==> config.mk <==
export PLATFORM = sky130hd
export DESIGN_NAME = nine_bit_word_byte_packer
export DESIGN_NICKNAME = d
export VERILOG_FILES = /design/src/hw/rtl/nbp_pkg.sv /design/src/hw/rtl/nbp_packer.sv /design/src/hw/rtl/nbp_emitter.sv /design/src/hw/rtl/nine_bit_word_byte_packer.sv
export SDC_FILE = /design/constraint.sdc
export NUM_CORES = 1
export LEC_CHECK = 0
export ABC_CLOCK_PERIOD_IN_PS = 9580
export BUFFER_PORTS_ARGS = -buffer_cell sky130_fd_sc_hd__clkbuf_2
export CAP_MARGIN = 15
export CORE_MARGIN = 2
export CORE_UTILIZATION = 42
export CTS_BUF_LIST = sky130_fd_sc_hd__clkbuf_8
export CTS_CLUSTER_DIAMETER = 80
export CTS_CLUSTER_SIZE = 16
export DETAILED_ROUTE_END_ITERATION = 10
export GPL_ROUTABILITY_DRIVEN = 0
export SLEW_MARGIN = 20
export SYNTH_ARGS = -nofsm -noshare
export SYNTH_HDL_FRONTEND = slang
export SYNTH_SLANG_ARGS = --single-unit
==> constraint.sdc <==
create_clock -name clk_i -period 9.58 [get_ports clk_i]
set_input_delay 0.479 -clock clk_i [delete_from_list [all_inputs] [get_ports clk_i]]
set_output_delay 0.479 -clock clk_i [all_outputs]
set_load 0.02 [all_outputs]
==> src/hw/rtl/nbp_pkg.sv <==
// Package for the nine-bit word byte packer: widths, codes and request types.
package nbp_pkg;

  localparam int unsigned WordW         = 9;
  localparam int unsigned ByteW         = 8;
  localparam int unsigned FrameBytes    = 9;
  localparam int unsigned WordsPerFrame = 8;
  localparam int unsigned FrameW        = FrameBytes * ByteW;
  localparam int unsigned CountW        = $clog2(WordsPerFrame);
  localparam int unsigned ByteIdxW      = $clog2(FrameBytes);
  localparam int unsigned ShiftW        = $clog2(FrameW);

  // Request kind codes
  localparam logic KindWord  = 1'b0;
  localparam logic KindFlush = 1'b1;

  // Index of the last word and last byte of a frame
  localparam logic [CountW-1:0]   LastWord = CountW'(WordsPerFrame - 1);
  localparam logic [ByteIdxW-1:0] LastByte = ByteIdxW'(FrameBytes - 1);

  typedef struct packed {
    logic             kind;
    logic [WordW-1:0] word;
  } in_req_t;

  typedef struct packed {
    logic [ByteW-1:0] byte_out;
    logic             last;
  } out_req_t;

  // Frame handoff from packer to emitter
  typedef struct packed {
    logic              load;
    logic [FrameW-1:0] frame;
  } frame_load_t;

endpackage

==> src/hw/rtl/nbp_packer.sv <==
// Input register and frame packing state of the nine-bit word byte packer.
module nbp_packer (
  input  logic                     clk_i,
  input  logic                     rst_ni,
  input  logic                     in_valid_i,
  output logic                     in_ready_o,
  input  nbp_pkg::in_req_t         in_req_i,
  input  logic                     emit_free_i,
  output nbp_pkg::frame_load_t     load_o
);

  nbp_pkg::in_req_t                 in_q;
  logic                             in_vld_q, in_vld_d;
  logic [nbp_pkg::FrameW-1:0]       frame_q, frame_d;
  logic [nbp_pkg::CountW-1:0]       count_q, count_d;

  logic [nbp_pkg::FrameW-1:0]       packed_frame;
  logic [nbp_pkg::ShiftW-1:0]       shift_amt;
  logic                             emit_needed;
  logic                             adv;

  // Word lands at bit 9*count from the top of the frame, MSB first
  assign shift_amt    = nbp_pkg::ShiftW'({count_q, 3'b000}) + nbp_pkg::ShiftW'(count_q);
  assign packed_frame = frame_q
                      | ({in_q.word, {(nbp_pkg::FrameW - nbp_pkg::WordW){1'b0}}} >> shift_amt);

  // A flush or the eighth word hands a frame to the emitter
  assign emit_needed = (in_q.kind == nbp_pkg::KindFlush) || (count_q == nbp_pkg::LastWord);
  assign adv         = in_vld_q && (!emit_needed || emit_free_i);
  assign in_ready_o  = !in_vld_q || adv;

  always_comb begin
    load_o.load  = adv && emit_needed;
    load_o.frame = (in_q.kind == nbp_pkg::KindFlush) ? frame_q : packed_frame;
  end

  // Next frame state
  always_comb begin
    frame_d  = frame_q;
    count_d  = count_q;
    in_vld_d = in_vld_q;
    if (adv) begin
      in_vld_d = 1'b0;
      if (emit_needed) begin
        frame_d = '0;
        count_d = '0;
      end else begin
        frame_d = packed_frame;
        count_d = count_q + 1'b1;
      end
    end
    if (in_valid_i && in_ready_o) begin
      in_vld_d = 1'b1;
    end
  end

  always_ff @(posedge clk_i or negedge rst_ni) begin
    if (!rst_ni) begin
      in_vld_q <= 1'b0;
      frame_q  <= '0;
      count_q  <= '0;
    end else begin
      in_vld_q <= in_vld_d;
      frame_q  <= frame_d;
      count_q  <= count_d;
    end
  end

  // Input payload register
  always_ff @(posedge clk_i) begin
    if (in_valid_i && in_ready_o) begin
      in_q <= in_req_i;
    end
  end

endmodule

==> src/hw/rtl/nbp_emitter.sv <==
// Byte emitter: shifts a loaded 72-bit frame out as nine byte requests.
module nbp_emitter (
  input  logic                 clk_i,
  input  logic                 rst_ni,
  input  nbp_pkg::frame_load_t load_i,
  output logic                 emit_free_o,
  output logic                 out_valid_o,
  input  logic                 out_ready_i,
  output nbp_pkg::out_req_t    out_req_o
);

  logic [nbp_pkg::FrameW-1:0]   buf_q, buf_d;
  logic [nbp_pkg::ByteIdxW-1:0] idx_q, idx_d;
  logic                         busy_q, busy_d;
  logic                         pop, pop_last;

  assign pop      = busy_q && out_ready_i;
  assign pop_last = pop && (idx_q == nbp_pkg::LastByte);

  // Free when idle or when the final byte leaves this cycle
  assign emit_free_o = !busy_q || pop_last;

  assign out_valid_o        = busy_q;
  assign out_req_o.byte_out = buf_q[nbp_pkg::FrameW-1 -: nbp_pkg::ByteW];
  assign out_req_o.last     = (idx_q == nbp_pkg::LastByte);

  always_comb begin
    buf_d  = buf_q;
    idx_d  = idx_q;
    busy_d = busy_q;
    if (pop) begin
      buf_d = {buf_q[nbp_pkg::FrameW-nbp_pkg::ByteW-1:0], {nbp_pkg::ByteW{1'b0}}};
      idx_d = idx_q + 1'b1;
      if (pop_last) begin
        busy_d = 1'b0;
      end
    end
    if (load_i.load) begin
      buf_d  = load_i.frame;
      idx_d  = '0;
      busy_d = 1'b1;
    end
  end

  always_ff @(posedge clk_i or negedge rst_ni) begin
    if (!rst_ni) begin
      busy_q <= 1'b0;
      idx_q  <= '0;
    end else begin
      busy_q <= busy_d;
      idx_q  <= idx_d;
    end
  end

  // Frame shift register, payload only
  always_ff @(posedge clk_i) begin
    buf_q <= buf_d;
  end

endmodule

==> src/hw/rtl/nine_bit_word_byte_packer.sv <==
// Top level of the nine-bit word byte packer.
// Usage:
//   Input channel (in_valid_i/in_ready_o/in_req_i): each request is either a
//   9-bit word to pack (kind = word) or a flush (kind = flush, word ignored).
//   Words are packed MSB first into a 72-bit frame of nine bytes.
//   Output channel (out_valid_o/out_ready_i/out_req_o): one byte per request,
//   last set on the ninth byte of each frame.
// Path: a request is registered on acceptance and packed from the input
//   register; the frame shift register then offers a completed frame's first
//   byte, and one byte per cycle while the receiver is ready.
// Throughput: one input request per cycle while no frame is pending. Each
//   frame stays on the output shift register until its nine bytes have left,
//   and a flush also sends a full frame of nine bytes.
// Reset: frame buffer and word count clear to zero, no output pending.
// Stall: while the receiver holds off, the emitter keeps its frame; words
//   that do not complete a frame are still taken, and the request that
//   would complete the next frame waits in the input register.
module nine_bit_word_byte_packer (
  input  logic              clk_i,
  input  logic              rst_ni,
  input  logic              in_valid_i,
  output logic              in_ready_o,
  input  nbp_pkg::in_req_t  in_req_i,
  output logic              out_valid_o,
  input  logic              out_ready_i,
  output nbp_pkg::out_req_t out_req_o
);

  nbp_pkg::frame_load_t load;
  logic                 emit_free;

  nbp_packer u_packer (
    .clk_i       (clk_i),
    .rst_ni      (rst_ni),
    .in_valid_i  (in_valid_i),
    .in_ready_o  (in_ready_o),
    .in_req_i    (in_req_i),
    .emit_free_i (emit_free),
    .load_o      (load)
  );

  nbp_emitter u_emitter (
    .clk_i       (clk_i),
    .rst_ni      (rst_ni),
    .load_i      (load),
    .emit_free_o (emit_free),
    .out_valid_o (out_valid_o),
    .out_ready_i (out_ready_i),
    .out_req_o   (out_req_o)
  );

`ifndef SYNTHESIS
  // A frame is only handed over when the emitter can take it
  assert property (@(posedge clk_i) disable iff (!rst_ni) load.load |-> emit_free)
    else $error("frame loaded while emitter busy");

  // Input backpressure only arises while bytes are pending
  assert property (@(posedge clk_i) disable iff (!rst_ni) !in_ready_o |-> out_valid_o)
    else $error("input stalled with emitter idle");

  // After the last byte leaves with no new frame, the output goes idle
  assert property (@(posedge clk_i) disable iff (!rst_ni)
    (out_valid_o && out_ready_i && out_req_o.last && !load.load) |=> !out_valid_o)
    else $error("output valid after frame end");
`endif

endmodule
==> flow_metrics.env <==
export IMPL_status="complete, no violations"
export IMPL_num_fill_cells=1612
export IMPL_arrival_ns=2.96
export IMPL_crit_path_end_kind="flip-flop"
export IMPL_io_buffers=24
export IMPL_cts_setup_buffers=0
export IMPL_path_class="reg -> reg"
export IMPL_cellLeakagePower_uw=0.00321
export IMPL_synth_fp_nets=719
export IMPL_synth_cell_types=53
export IMPL_vdd_drop_max_uv=232
export IMPL_crit_slowest_cell="nand2_4"
export IMPL_worstMarginPinSlew_ns=1.03
export IMPL_grt_pass1_vias=5182
export IMPL_num_rows=48
export IMPL_grt_setup_unrepaired="false"
export IMPL_antenna_left=0
export IMPL_avgSynthCellArea_um2=10.7
export IMPL_grt_util_all_layers_pct=21.2
export IMPL_area_growth_syn_to_layout_pct=7.43
export IMPL_synth_seq_cells=163
export IMPL_cpPeakStageDelay_ns=0.62
export IMPL_initial_core_util_pct=43.1
export IMPL_cp_top_family="compound AO/OA/AOI/OAI gates"
export IMPL_crit_top_cell="ha_1"
export IMPL_final_cell_count_no_fill=930
export IMPL_postCtsHoldBufs=0
export IMPL_finClkSkew_ns=0.0100
export IMPL_min_period_ns=2.97
export IMPL_die_h_um=137
export IMPL_fin_crit_sh_pct=31.0
export IMPL_met2_usage_pct=31.7
export IMPL_diodes=0
export IMPL_drtPass1Iterations=5
export IMPL_drtIter0Drc=500
export IMPL_final_max_slew_viol_count=0
export IMPL_cts_resized=0
export IMPL_io_pins=25
export IMPL_cts_root_buffer_cell="clkbuf_8"
export IMPL_viasPerCell=5.80
export IMPL_max_freq_mhz=337
export IMPL_die_area_mm2=0.0189
export IMPL_clk_latency_ns=0.48
export IMPL_startpoint_type="flip-flop"
export IMPL_seq_area_frac_synth_pct=60.0
export IMPL_grt_pass1_wl_um=29600
export IMPL_worstPathRequired_ns=9.58
export IMPL_drc_errors=0
export IMPL_dp_cells=898
export IMPL_drive_above_1_share_pct=13.2
export IMPL_core_area_mm2=0.0174
export IMPL_grt_busiest_layer="met2"
export IMPL_synth_edff_count=82
export IMPL_synthCells=701
export IMPL_antenna_found_initial=0
export IMPL_clk_pin_slew_ns=0.09
export IMPL_use_met1_pct=29.9
export IMPL_clock_sinks=163
export IMPL_worstPathCellList="ha_1 -> ha_1 -> o21ai_0 -> a21o_4 -> nand2_4"
export IMPL_yosysWarnings=0
export IMPL_grt_max_degree=82
export IMPL_ys_flop_type="edfxtp_1"
export IMPL_gr_total_overflow=0
export IMPL_holdWs_ns=0.0405
export IMPL_finalNetCount=710
export IMPL_netlist_area_mm2=0.00748
export IMPL_cts_buffers=17
export IMPL_cp_buffers_inverters=0
export IMPL_grtUsageMet3_pct=4.78
export IMPL_htreeDepth=4
export IMPL_cp_max_fo=72
export IMPL_routedWlPerCell_um=19.9
export IMPL_cts_buffer_depth=2
export IMPL_relSlewSlack_pct=31.4
export IMPL_drt_total_wl_um=18500
export IMPL_synthArstFlopShare_pct=49.7
export IMPL_power_density_mw_per_mm2=330
export IMPL_fp_dieW_um=137
export IMPL_cts_tree="done"
export IMPL_min_path_type="in -> async"
export IMPL_vias=5391
export IMPL_cap_viol_max_count=0
export IMPL_setup_viol=0
export IMPL_hpwlAfterDp_um=11500
export IMPL_fin_tns_setup_ns=0
export IMPL_finalHoldViolations=0
## placed cells by master (no fill, tap or decap), drive strengths merged, types with 8 or more instances in the layout
cell type,netlist,final
dfrtp,81,81
o21ai,66,66
nor2,93,93
edfxtp,82,82
mux2i,13,13
a21oi,117,117
a31oi,31,31
buf,36,8
nand2,76,76
inv,7,10
clkbuf,23,41
## per-stage QoR
step / power, uW / util (%) / area (um^2) / setup WS (ns)
after floorplan: 1910 / - / 7480 / 5.85
after global placement: 2130 / 44.0 / 7640 / 6.68
after detailed placement: 2160 / 44.0 / 7640 / 6.63
after CTS: 2650 / 46.3 / 8030 / 6.62
after global routing: 2820 / 46.3 / 8040 / 6.44
final: 2650 / 46.3 / 8040 / 6.61
## power by group
| part | switching, uW | internal (uW) | leakage, uW |
|---|---|---|---|
| logic | 620 | 304 | 0.00117 |
| registers | 147 | 1080 | 0.00185 |
| clock network | 263 | 236 | 0.000194 |
## layer usage
layer | share of wire [%] | vias up
li1 | - | 2486
met1 | 45 | 2663
met2 | 46 | 203
met3 | 6.1 | 39
met4 | 2.8 | 0
met5 | 0 | -
## final timing paths
kind	from	endpoint	slack (ns)	depth (start not counted)
hold reg to reg	u_packer.frame_q[31]$_DFFE_PN0N_	u_packer.frame_q[31]$_DFFE_PN0N_	0.48	2
setup reg to reg	u_packer.count_q[0]$_DFFE_PN0N_	u_emitter.buf_q[43]$_DFFE_PP_	6.61	5
hold / removal	rst_ni	u_packer.frame_q[5]$_DFFE_PN0N_	0.04	1
setup / recovery	u_packer.count_q[0]$_DFFE_PN0N_	u_emitter.buf_q[43]$_DFFE_PP_	6.61	5
max in group asynchronous	rst_ni	u_packer.frame_q[17]$_DFFE_PN0N_	9.01	1
min in group clk_i	in_req_i[3]	u_packer.in_q[3]$_DFFE_PP_	0.17	1
## sequential cells by signal (all words and copies together) (netlist names)
register and cells:
u_emitter.buf_q 72, u_emitter.idx_q 4, u_emitter.out_valid_o 1, u_packer.count_q 3
u_packer.frame_q 72, u_packer.in_q 10, u_packer.in_vld_q 1
## cell type report
| cell class | count | area (um^2) | area share [%] |
|---|---|---|---|
| clock buffer | 18 | 248 | 3.08 |
| inverter | 8 | 30.0 | 0.374 |
| sequential | 163 | 4490 | 55.9 |
| multi-input combinational | 471 | 2670 | 33.2 |
| timing repair buffer | 31 | 179 | 2.23 |
| tap | 225 | 282 | 3.50 |
| clock inverter | 14 | 136 | 1.70 |
## logic make-up (layout without fill, tap and decap cells)
family	Yosys count	after routing	share of synthesized area, %
compound gates	233	233	17.7
simple gates	209	209	12.7
flops	163	163	60.0
buf+inv	67	71	4.62
mux	23	23	4.05
fa+ha+maj	4	4	0.669
xor+xnor	2	2	0.234
## cell usage after synthesis (all sizes together), types with 6 or more instances
| library cell | instances | share of area [%] |
|---|---|---|
| inv | 7 | 0.35 |
| buf | 36 | 3.1 |
| dfrtp | 81 | 27 |
| nand3 | 6 | 0.40 |
| o21ai | 66 | 4.5 |
| mux2i | 13 | 1.7 |
| nand2b | 7 | 0.59 |
| nor2 | 93 | 4.7 |
| a31oi | 31 | 2.6 |
| a21oi | 117 | 8.1 |
| edfxtp | 82 | 33 |
| clkbuf | 23 | 1.2 |
| nand2 | 76 | 3.8 |
Note: power is estimated with default switching activity, not from simulation.
